### config.mk
export PLATFORM = sky130hd
export DESIGN_NAME = multi_reader_overwrite_ring_core
export DESIGN_NICKNAME = d
export VERILOG_FILES = /design/src/rtl/core/mrr_pkg.sv /design/src/rtl/core/multi_reader_overwrite_ring_core.sv /design/src/rtl/core/mrr_front.sv /design/src/rtl/core/mrr_back.sv
export SDC_FILE = /design/constraint.sdc
export NUM_CORES = 2
export LEC_CHECK = 0
export CAP_MARGIN = 20
export CORE_MARGIN = 2
export CORE_UTILIZATION = 40
export CTS_BUF_LIST = sky130_fd_sc_hd__clkbuf_8
export CTS_CLUSTER_DIAMETER = 60
export DETAILED_ROUTE_END_ITERATION = 8
export DONT_BUFFER_PORTS = 1
export SYNTH_ARGS = -nofsm -noshare
export SYNTH_HDL_FRONTEND = slang
export SYNTH_HIERARCHICAL = 1
export SYNTH_SLANG_ARGS = --single-unit
### constraint.sdc
create_clock -name clk -period 21.8 [get_ports clk]
set_input_delay 4.36 -clock clk [delete_from_list [all_inputs] [get_ports clk]]
set_output_delay 4.36 -clock clk [all_outputs]
set_load 0.02 [all_outputs]
### src/rtl/core/mrr_pkg.sv
// Shared types, constants and helper functions for the multi-reader overwrite ring.
// Used by mrr_front, mrr_back and multi_reader_overwrite_ring_core.
// Depends on nothing else.
package mrr_pkg;

	localparam int RING_DEPTH  = 16;
	localparam int RING_AW     = $clog2(RING_DEPTH);
	localparam int MAX_READERS = 8;
	localparam int RDR_AW      = (MAX_READERS > 1) ? $clog2(MAX_READERS) : 1;
	localparam int MSG_WIDTH   = 32;
	localparam int CNT_W       = 32;
	localparam int QLOG_W      = 3;

	localparam logic [QLOG_W-1:0] QLOG_RESET = 3'd4;

	localparam logic [1:0] FN_PUSH  = 2'd0;
	localparam logic [1:0] FN_SUB   = 2'd1;
	localparam logic [1:0] FN_GET   = 2'd2;
	localparam logic [1:0] FN_CLEAR = 2'd3;

	localparam logic [1:0] ST_OK       = 2'd0;
	localparam logic [1:0] ST_EMPTY    = 2'd1;
	localparam logic [1:0] ST_NO_SLOT  = 2'd2;
	localparam logic [1:0] ST_INACTIVE = 2'd3;

	typedef struct packed {
		logic [1:0]  func;
		logic [2:0]  reader_id;
		logic [31:0] message_in;
	} in_item_t;

	typedef struct packed {
		logic [1:0]  status;
		logic [31:0] message_out;
		logic [3:0]  reader_count;
		logic [2:0]  assigned_id;
	} out_item_t;

	// Decoded command handed from the front end to the back end.
	typedef struct packed {
		logic                 is_push;
		logic                 is_sub;
		logic                 is_get;
		logic                 is_clr;
		logic                 rid_ok;
		logic [RDR_AW-1:0]    slot;
		logic [MSG_WIDTH-1:0] msg;
	} cmd_t;

	// Ring entries in use; an oversized setting is clamped to the ring depth.
	function automatic logic [RING_AW:0] qsize_f(input logic [QLOG_W-1:0] qlog);
		logic [QLOG_W-1:0] e;
		e = (qlog > QLOG_W'(RING_AW)) ? QLOG_W'(RING_AW) : qlog;
		return {{RING_AW{1'b0}}, 1'b1} << e;
	endfunction

endpackage

### src/rtl/core/multi_reader_overwrite_ring_core.sv
// Top level of the multi-reader overwrite ring: queue size register, front end
// and back end. Depends on mrr_pkg, mrr_front and mrr_back.
//
// Usage:
// - Input channel: drive in_data and push; a transaction completes at a rising
//   edge with push high and full low. Operations are push, subscribe, get and
//   clear all readers.
// - Result channel: while empty is low the oldest result sits on out_data; a
//   transaction completes at a rising edge with pop high and empty low. Every
//   operation yields exactly one result, in order.
// - Configuration: cfg_wdata is written to the queue size register (log2 of
//   the ring entries in use) at an edge with cfg_we high. Write it only while
//   no operation is in flight.
// - Order: an accepted operation waits in the command queue, executes when the
//   result queue has room, and its registered result then sits on out_data.
// - Throughput: one operation per cycle unless stalled, set by the single
//   execution stage, reading one ring entry and one reader count per cycle.
// - Stalls: when pop stays low, the two-entry result queue fills, execution
//   stops and the command queue then fills and raises full.
// - Reset: all readers inactive, write count zero, queue size 16, both queues
//   empty. Ring contents are not cleared.
module multi_reader_overwrite_ring_core (
	input  logic                       clk,
	input  logic                       arst_n,
	input  logic                       push,
	input  mrr_pkg::in_item_t          in_data,
	output logic                       full,
	output logic                       empty,
	input  logic                       pop,
	output mrr_pkg::out_item_t         out_data,
	input  logic                       cfg_we,
	input  logic [mrr_pkg::QLOG_W-1:0] cfg_wdata
);
	import mrr_pkg::*;

	logic [QLOG_W-1:0] qlog_q;
	logic              cmd_valid;
	logic              cmd_take;
	cmd_t              cmd;

	always_ff @(posedge clk or negedge arst_n) begin
		if (!arst_n) begin
			qlog_q <= QLOG_RESET;
		end else if (cfg_we) begin
			qlog_q <= cfg_wdata;
		end
	end

	mrr_front u_front (
		.clk       (clk),
		.arst_n    (arst_n),
		.push      (push),
		.in_data   (in_data),
		.full      (full),
		.cmd_valid (cmd_valid),
		.cmd       (cmd),
		.cmd_take  (cmd_take)
	);

	mrr_back u_back (
		.clk       (clk),
		.arst_n    (arst_n),
		.cmd_valid (cmd_valid),
		.cmd       (cmd),
		.cmd_take  (cmd_take),
		.qlog      (qlog_q),
		.pop       (pop),
		.empty     (empty),
		.out_data  (out_data)
	);

	// A refused subscribe can only happen with every reader slot taken.
	a_no_slot_all_busy: assert property (@(posedge clk) disable iff (!arst_n)
		(!empty && out_data.status == ST_NO_SLOT) |-> (out_data.reader_count == 4'(MAX_READERS)))
		else $error("no-slot result with a free reader slot");

	// Only a successful get carries a message word.
	a_msg_zero_on_error: assert property (@(posedge clk) disable iff (!arst_n)
		(!empty && out_data.status != ST_OK) |-> (out_data.message_out == '0))
		else $error("message word on a failed operation");

	// A granted slot implies a successful operation and at least one reader.
	a_grant_ok: assert property (@(posedge clk) disable iff (!arst_n)
		(!empty && out_data.assigned_id != '0) |->
		(out_data.status == ST_OK && out_data.reader_count != '0))
		else $error("slot granted on a failed operation");

	// The oldest result holds while nothing leaves the result queue and the command queue is full.
	a_hold_when_stalled: assert property (@(posedge clk) disable iff (!arst_n)
		(full && !empty && !pop) |=> $stable(out_data))
		else $error("result changed while stalled");

endmodule

### src/rtl/core/mrr_front.sv
// Front end of the overwrite ring: accepts operations, decodes them and holds
// them in a two-entry command queue for the back end.
// Depends on mrr_pkg.
module mrr_front (
	input  logic             clk,
	input  logic             arst_n,
	input  logic             push,
	input  mrr_pkg::in_item_t in_data,
	output logic             full,
	output logic             cmd_valid,
	output mrr_pkg::cmd_t    cmd,
	input  logic             cmd_take
);
	import mrr_pkg::*;

	cmd_t       ent_q [2];
	logic       wr_q;
	logic       rd_q;
	logic [1:0] cnt_q;
	cmd_t       dec;
	logic       accept;
	logic       take;

	assign full      = (cnt_q == 2'd2);
	assign accept    = push && !full;
	assign cmd_valid = (cnt_q != 2'd0);
	assign take      = cmd_take && cmd_valid;
	assign cmd       = ent_q[rd_q];

	always_comb begin
		dec.is_push = (in_data.func == FN_PUSH);
		dec.is_sub  = (in_data.func == FN_SUB);
		dec.is_get  = (in_data.func == FN_GET);
		dec.is_clr  = (in_data.func == FN_CLEAR);
		dec.rid_ok  = (32'(in_data.reader_id) < MAX_READERS);
		dec.slot    = in_data.reader_id[RDR_AW-1:0];
		dec.msg     = in_data.message_in[MSG_WIDTH-1:0];
	end

	always_ff @(posedge clk) begin
		if (accept) begin
			ent_q[wr_q] <= dec;
		end
	end

	always_ff @(posedge clk or negedge arst_n) begin
		if (!arst_n) begin
			wr_q  <= 1'b0;
			rd_q  <= 1'b0;
			cnt_q <= 2'd0;
		end else begin
			if (accept) begin
				wr_q <= !wr_q;
			end
			if (take) begin
				rd_q <= !rd_q;
			end
			case ({accept, take})
				2'b10:   cnt_q <= cnt_q + 2'd1;
				2'b01:   cnt_q <= cnt_q - 2'd1;
				default: cnt_q <= cnt_q;
			endcase
		end
	end

endmodule

### src/rtl/core/mrr_back.sv
// Back end of the overwrite ring: ring storage, write count, reader state,
// execution of one command per cycle while the result queue has room, and
// a two-entry result queue. Depends on mrr_pkg.
module mrr_back (
	input  logic                       clk,
	input  logic                       arst_n,
	input  logic                       cmd_valid,
	input  mrr_pkg::cmd_t              cmd,
	output logic                       cmd_take,
	input  logic [mrr_pkg::QLOG_W-1:0] qlog,
	input  logic                       pop,
	output logic                       empty,
	output mrr_pkg::out_item_t         out_data
);
	import mrr_pkg::*;

	logic [MSG_WIDTH-1:0]   ring_q [RING_DEPTH];
	logic [CNT_W-1:0]       wc_q;
	logic [CNT_W-1:0]       rcnt_q [MAX_READERS];
	logic [MAX_READERS-1:0] active_q;

	out_item_t  res_q [2];
	logic       res_wr_q;
	logic       res_rd_q;
	logic [1:0] res_cnt_q;

	logic                   exec;
	logic                   res_pop;
	logic [RING_AW:0]       qsize;
	logic [RING_AW-1:0]     mask;
	logic [CNT_W-1:0]       rc;
	logic [CNT_W-1:0]       diff;
	logic [CNT_W-1:0]       rc_adj;
	logic [RING_AW-1:0]     rd_idx;
	logic [RING_AW-1:0]     wr_idx;
	logic                   found;
	logic [RDR_AW-1:0]      free_idx;
	logic                   get_ok;
	logic [MAX_READERS-1:0] act_nx;
	logic [3:0]             act_cnt;
	out_item_t              res;

	assign exec     = cmd_valid && (res_cnt_q != 2'd2);
	assign cmd_take = exec;
	assign empty    = (res_cnt_q == 2'd0);
	assign res_pop  = pop && !empty;
	assign out_data = res_q[res_rd_q];

	assign qsize  = qsize_f(qlog);
	assign mask   = RING_AW'(qsize - 1'b1);
	assign rc     = rcnt_q[cmd.slot];
	assign diff   = wc_q - rc;
	// A reader that fell behind by more than the queue size restarts at the oldest entry.
	assign rc_adj = (diff > CNT_W'(qsize)) ? (wc_q - CNT_W'(qsize)) : rc;
	assign rd_idx = rc_adj[RING_AW-1:0] & mask;
	assign wr_idx = wc_q[RING_AW-1:0] & mask;

	always_comb begin
		found    = 1'b0;
		free_idx = '0;
		for (int i = MAX_READERS - 1; i >= 0; i--) begin
			if (!active_q[i]) begin
				found    = 1'b1;
				free_idx = RDR_AW'(i);
			end
		end
	end

	always_comb begin
		res.status       = ST_OK;
		res.message_out  = '0;
		res.reader_count = '0;
		res.assigned_id  = '0;
		act_nx           = active_q;
		get_ok           = 1'b0;
		if (cmd.is_sub) begin
			if (found) begin
				act_nx[free_idx] = 1'b1;
				res.assigned_id  = 3'(free_idx);
			end else begin
				res.status = ST_NO_SLOT;
			end
		end else if (cmd.is_get) begin
			if (!cmd.rid_ok || !active_q[cmd.slot]) begin
				res.status = ST_INACTIVE;
			end else if (rc == wc_q) begin
				res.status = ST_EMPTY;
			end else begin
				get_ok          = 1'b1;
				res.message_out = 32'(ring_q[rd_idx]);
			end
		end else if (cmd.is_clr) begin
			act_nx = '0;
		end
		act_cnt = '0;
		for (int i = 0; i < MAX_READERS; i++) begin
			act_cnt = act_cnt + 4'(act_nx[i]);
		end
		res.reader_count = act_cnt;
	end

	always_ff @(posedge clk) begin
		if (exec && cmd.is_push) begin
			ring_q[wr_idx] <= cmd.msg;
		end
		if (exec) begin
			res_q[res_wr_q] <= res;
		end
	end

	always_ff @(posedge clk or negedge arst_n) begin
		if (!arst_n) begin
			wc_q     <= '0;
			active_q <= '0;
			for (int i = 0; i < MAX_READERS; i++) begin
				rcnt_q[i] <= '0;
			end
		end else if (exec) begin
			active_q <= act_nx;
			if (cmd.is_push) begin
				wc_q <= wc_q + 1'b1;
			end
			if (cmd.is_sub && found) begin
				rcnt_q[free_idx] <= wc_q;
			end
			if (get_ok) begin
				rcnt_q[cmd.slot] <= rc_adj + 1'b1;
			end
		end
	end

	always_ff @(posedge clk or negedge arst_n) begin
		if (!arst_n) begin
			res_wr_q  <= 1'b0;
			res_rd_q  <= 1'b0;
			res_cnt_q <= 2'd0;
		end else begin
			if (exec) begin
				res_wr_q <= !res_wr_q;
			end
			if (res_pop) begin
				res_rd_q <= !res_rd_q;
			end
			case ({exec, res_pop})
				2'b10:   res_cnt_q <= res_cnt_q + 2'd1;
				2'b01:   res_cnt_q <= res_cnt_q - 2'd1;
				default: res_cnt_q <= res_cnt_q;
			endcase
		end
	end

endmodule

## Word level (Yosys, flattened, before mapping)

Memory sizes are Yosys's and may differ from the RTL's.
Cells that the tools add are included.

| word-level totals | value |
|---|---|
| flip-flop bits (word level) | 307 |
| bits in latches | 0 |
| bits in writable memories | 672 |
| ROM bits | 0 |
| memories | 3 |

Memory list:

| memory | depth | bits a word | rd ports | clocked after Yosys merged registers in | wr ports | line | text |
|---|---|---|---|---|---|---|---|
| u_back.ring_q | 16 | 32 | 1 | 0 | 1 | mrr_back.sv:17 | `logic [MSG_WIDTH-1:0] ring_q [RING_DEPTH];` |
| u_back.res_q | 2 | 41 | 1 | 0 | 1 | mrr_back.sv:22 | `out_item_t res_q [2];` |
| u_front.ent_q | 2 | 39 | 1 | 0 | 1 | mrr_front.sv:16 | `cmd_t ent_q [2];` |

| cells by class | value |
|---|---|
| add/sub/neg operators | 16 |
| multiply operators | 0 |
| divide/modulo/power cells | 0 |
| order comparisons | 9 |
| equality and inequality tests | 10 |
| shifts and indexed selects | 1 |
| mux-type cells | 60 |
| bitwise gates (word level) | 5 |
| reductions and logical operators | 24 |

Operators with widths:

| operator | number |
|---|---|
| $mux 256 | 3 |
| $bwmux 256 | 2 |
| $mux 32 | 8 |
| $demux 32 s3 | 2 |
| $bmux 32 s3 | 1 |
| $add 32x1->32 const B | 2 |
| $mux 34 | 1 |
| $mux 3 | 11 |
| $eq 32x32->1 | 1 |
| $gt 32x5->1 | 1 |
| $mux 8 | 4 |
| $sub 32x32->32 | 1 |
| $sub 32x5->32 | 1 |
| $add 4x1->4 | 6 |
| $mux 1 | 21 |
| $eq 2x2->1 const B | 5 |
| $logic_and 1x1->1 | 9 |
| $and 4x4->4 | 2 |
| $ge 4x4->1 const B | 2 |
| $lt 3x4->1 const B | 2 |
| $lt 4x1->1 const B | 2 |
| $not 3->4 | 2 |
| $or 8x8->8 | 1 |
| $pmux 2 s2 | 2 |
| other kinds (18) | 33 |

## Depth between registers and ports, before layout

| depth | value |
|---|---|
| depth in word-level cells | 22 |
| mapped depth | 40 |

## Hierarchy

The synthesis kept the hierarchy.

Modules (own cells, without submodules):

| module | times used | cells an instance | area each (µm²) | sequential area each (µm²) |
|---|---|---|---|---|
| mrr_back | 1 | 3638 | 43056.3 | 25344.3 |
| mrr_front | 1 | 145 | 3044.2 | 2442.3 |
| multi_reader_overwrite_ring_core | 1 | 6 | 110.1 | 76.3 |

## Least setup slack after synthesis

Ideal clock, no wire load.

| timing path | value |
|---|---|
| path type | reg2reg |
| from | register u_front.rd_q |
| to | register u_back/rcnt_q[238] (netlist bit) |
| library setup time | 140 ps |
| arrival time | 7899 ps |
| data required time | 21660 ps |
| slack | 13761 ps |
| cell stages (with the launch flop) | 36 |
| period minus slack after synthesis | 8039 ps |
| cell sequence | dfrtp_1 -> buf_4 -> mux2_2 -> buf_2 -> buf_1 -> clkbuf_1 -> buf_1 -> mux2i_1 -> o32ai_1 -> nor3_1 -> ha_1 -> a21o_1 -> a21oi_1 -> xnor2_1 -> ha_1 -> o22ai_1 -> a21oi_1 -> a2111oi_0 -> nand4_1 -> or4_4 -> nor4_4 -> nand3_2 -> buf_4 -> buf_6 -> buf_2 -> clkbuf_1 -> o21ai_0 -> ha_1 -> clkbuf_1 -> nor3b_1 -> nand2_1 -> mux2i_1 -> nand2_1 -> xnor2_1 -> a21oi_1 -> a21oi_1 |

RTL lines:

| element | line | text |
|---|---|---|
| start: declaration | mrr_front.sv:18 | `logic rd_q;` |
| start signal: assignment | mrr_front.sv:56 | `rd_q <= !rd_q;` |
| end signal: indexed assignment | mrr_back.sv:124 | `rcnt_q[free_idx] <= wc_q;` |
| end signal: indexed assignment | mrr_back.sv:127 | `rcnt_q[cmd.slot] <= rc_adj + 1'b1;` |
| end: declaration | mrr_back.sv:19 | `logic [CNT_W-1:0] rcnt_q [MAX_READERS];` |

==> impl_metrics.json <==
{
  "dp_slack_ns": 11.87,
  "layout.cells.non_filler": 5377,
  "grt_use_total_pct": 23.88,
  "clock_path_buffers": 3,
  "power_per_cell_area_nw_per_um2": 161.9,
  "p_switching_mw": 3.641,
  "status": "finished, final reports clean",
  "avgSynthCellArea_um2": 12.20,
  "numCtsBuffers": 166,
  "grt_pass1_vias": 32231,
  "end_kind": "flip-flop",
  "root_buffer": "clkbuf_8",
  "synth-seq-cells": 979,
  "routed_via_density": 6.241,
  "ys_seq_area_share_pct": 60.30,
  "clk_pin_slew_ns": 0.06,
  "yosysWarnings": 6,
  "reg2reg_slack_ns": 11.78,
  "whs_path_depth": 1,
  "combPwrFrac_pct": 46.2,
  "dp.cells": 5079,
  "fin_util_pct": 44.49,
  "port_buffers": 0,
  "drc_errors": 0,
  "dpl.hpwl_um": 81620,
  "synth_edf_count": 672,
  "busiest_layer": "met2",
  "syn-num-nets": 3889,
  "whs_endpoint": "u_front/cnt_q[1]",
  "cts_tree": "yes",
  "num_rows": 124,
  "hold_start": "u_front/cnt_q[1]",
  "crit_path_frequent_cell": "buf_4",
  "start_kind": "flip-flop",
  "hold_class": "reg2reg",
  "cts_sinks": 979,
  "start_util_pct": 40.36,
  "fin_worst_skew_ns": 0.07234,
  "htree_levels": 4,
  "nFillCells": 10443,
  "ys_top_cells_by_count": "edfxtp_1 (672), a21oi_1 (364), dfrtp_1 (306)",
  "tightestPinTransition_ns": 1.251,
  "synth_top_area_share_pct": 43.67,
  "netlist_instances": 3789,
  "path_class": "reg2reg",
  "slew_headroom_pct": 16.57,
  "place_congestion": 0.9283,
  "syn_to_final_growth_pct": 10.24,
  "finalHoldViolations": 0,
  "drt_iter0_drc": 4336,
  "met1_usage_pct": 33.66,
  "antenna_found_initial": 1,
  "gr-total-overflow": 0,
  "r2r_cells": 31,
  "die_area_um2": 118300,
  "fin_crit_ns": 10.02,
  "fmax_mhz": 99.76,
  "clkLatencyLatePin_ns": 0.91,
  "clockPowerShare_pct": 19.3,
  "crit_slowest_cell": "buf_4",
  "drv_cap": 0,
  "power_switching_share_pct": 44.14,
  "io_pins": 88,
  "path_max_fanout": 73,
  "cts.repair.resized": 0,
  "synth_flop_cell": "edfxtp_1",
  "layout-drive-gt1-share_pct": 12.29,
  "async_reset_ff_share_pct": 31.36,
  "use_met2_pct": 35.89,
  "grt_max_degree": 308,
  "tns_ns": 0,
  "pwr-share-seq_pct": 34.5,
  "finalCritPeriodShare_pct": 45.98,
  "grtUsageMet3_pct": 6.024,
  "fin_area_um2": 50940,
  "syn-cell-area_um2": 46210,
  "netlist.top_cell.by_area": "edfxtp_1",
  "fin_nets": 3837,
  "p_int_mw": 4.609,
  "core_um2": 114500,
  "r2r_end": "u_back/res_q[0][38]",
  "leakagePower_nw": 18.33,
  "dieWidth_um": 343.9,
  "die-height_um": 343.9,
  "firstDrtPassIters": 6,
  "r2r-start": "u_front/rd_q",
  "slew_viol_final": 0,
  "crit_arrival_ns": 10.65,
  "vdd_drop_max_mv": 0.1100,
  "cts_setup_buffers": 0,
  "wire_per_inst_um": 26.79,
  "grt_pass1_wl_um": 210400,
  "max_stage_delay_ns": 0.78,
  "drt_wl_total_um": 144100,
  "dpl_cell_area_um2": 47720,
  "postCtsHoldBufs": 0,
  "finalWorstSetupSlack_ns": 11.78,
  "yosysMostFrequentCell": "edfxtp_1",
  "setup_violations": 0,
  "num_vias": 33560,
  "required_ns": 22.42,
  "ant_nets": 0,
  "synth_area_leaders": "edfxtp_1 (44%), dfrtp_1 (17%), a21oi_1 (3.9%), mux2i_1 (3.7%), o32ai_1 (2.8%)",
  "rsz0062_at_grt": "false",
  "synth.distinct_cells": 90
}
## placed cells by master (no fill, tap or decap), types with 46 or more instances in the layout
cell,n
a21oi_1,356
edfxtp_1,672
inv_1,94
a311oi_1,64
or3_1,46
mux2_2,100
dfrtp_1,304
nor2_1,242
a221o_1,64
o32ai_1,146
a211oi_1,78
xnor2_1,69
ha_1,49
nand2_1,287
o21ai_0,74
a22oi_1,60
o22ai_1,47
nor2b_1,83
buf_4,79
mux2i_1,170
clkbuf_8,181
## stage by stage
step	hold slack, ns	power (mW)
after detailed placement	0.4810	6.599
after CTS	0.4897	8.211
final	0.4903	8.250
after floorplan	0.4564	5.407
after global routing	0.5057	8.681
after global placement	0.4796	6.563
## worst max-delay path: cells and delay by family (launching register included)
| kind | cells | cell delay, ns |
|---|---|---|
| flip-flops | 1 | 0.37 |
| AND/OR/NAND/NOR | 7 | 1.99 |
| multiplexers | 2 | 0.68 |
| buffers and inverters | 9 | 3.51 |
| XOR/XNOR | 1 | 0.08 |
| AO/OA/AOI/OAI | 9 | 2.14 |
| adder cells (fa/ha/maj) | 3 | 0.80 |
## layer usage
metal  part of all wire, %  up-vias
li1                      -    14569
met4                   2.9        0
met3                    10      316
met2                    44     1737
met5                     0        -
met1                    43    16938
## kinds of logic after synthesis
logic type | Yosys count | share of synthesized area [%]
AND/OR/NAND/NOR | 934 | 9.769
buffers and inverters | 333 | 3.073
adder cells (fa/ha/maj) | 55 | 1.587
XOR/XNOR | 108 | 2.047
multiplexers | 282 | 6.661
flip-flops | 979 | 60.30
AO/OA/AOI/OAI | 1097 | 16.56
other | 1 | 0.008115
## worst max path at each step
| stage | start | endpoint | slack [ns] | cells after the start |
|---|---|---|---|---|
| floorplan | u_front/rd_q | u_back/rcnt_q[238] | 13.76 | 35 |
| global placement | u_front/rd_q | u_back/res_q[0][38] | 12.06 | 32 |
| detailed placement | u_front/rd_q | u_back/res_q[0][38] | 11.87 | 31 |
| CTS | u_front/rd_q | u_back/res_q[0][38] | 11.87 | 31 |
| global route | u_front/rd_q | u_back/res_q[0][38] | 11.42 | 32 |
| finish | u_front/rd_q | u_back/res_q[0][38] | 11.78 | 31 |
## final cells by class
class / count / area [µm²] / area share (%)
antenna: 1 / 2.502 / 0.004912
clock inverter: 114 / 711.9 / 1.397
clock buffer: 181 / 2491 / 4.890
multi-input combinational: 2477 / 17240 / 33.85
sequential: 979 / 27870 / 54.70
timing repair buffer: 80 / 613.1 / 1.203
tap: 1512 / 1892 / 3.714
inverter: 33 / 125.1 / 0.2456
## power groups by stage
stage	clock (mW)	sequential, mW	combinational, mW
3_5_place_dp	0	2.87	3.73
4_1_cts	1.63	2.84	3.74
6_report	1.59	2.85	3.81
3_3_place_gp	0	2.87	3.70
2_1_floorplan	0	2.79	2.62
5_1_grt	1.71	2.88	4.09
## sequential cells by signal, summed over array words and instances, names as in the netlist, 2 cells and up
| register | count |
|---|---|
| u_back/active_q | 8 |
| u_back/rcnt_q | 256 |
| u_back/ring_q | 512 |
| u_front/ent_q | 78 |
| qlog_q | 3 |
| u_back/res_cnt_q | 2 |
| u_back/wc_q | 32 |
| u_back/res_q | 82 |
| u_front/cnt_q | 2 |
No activity file was read; power rests on OpenSTA's default activity.
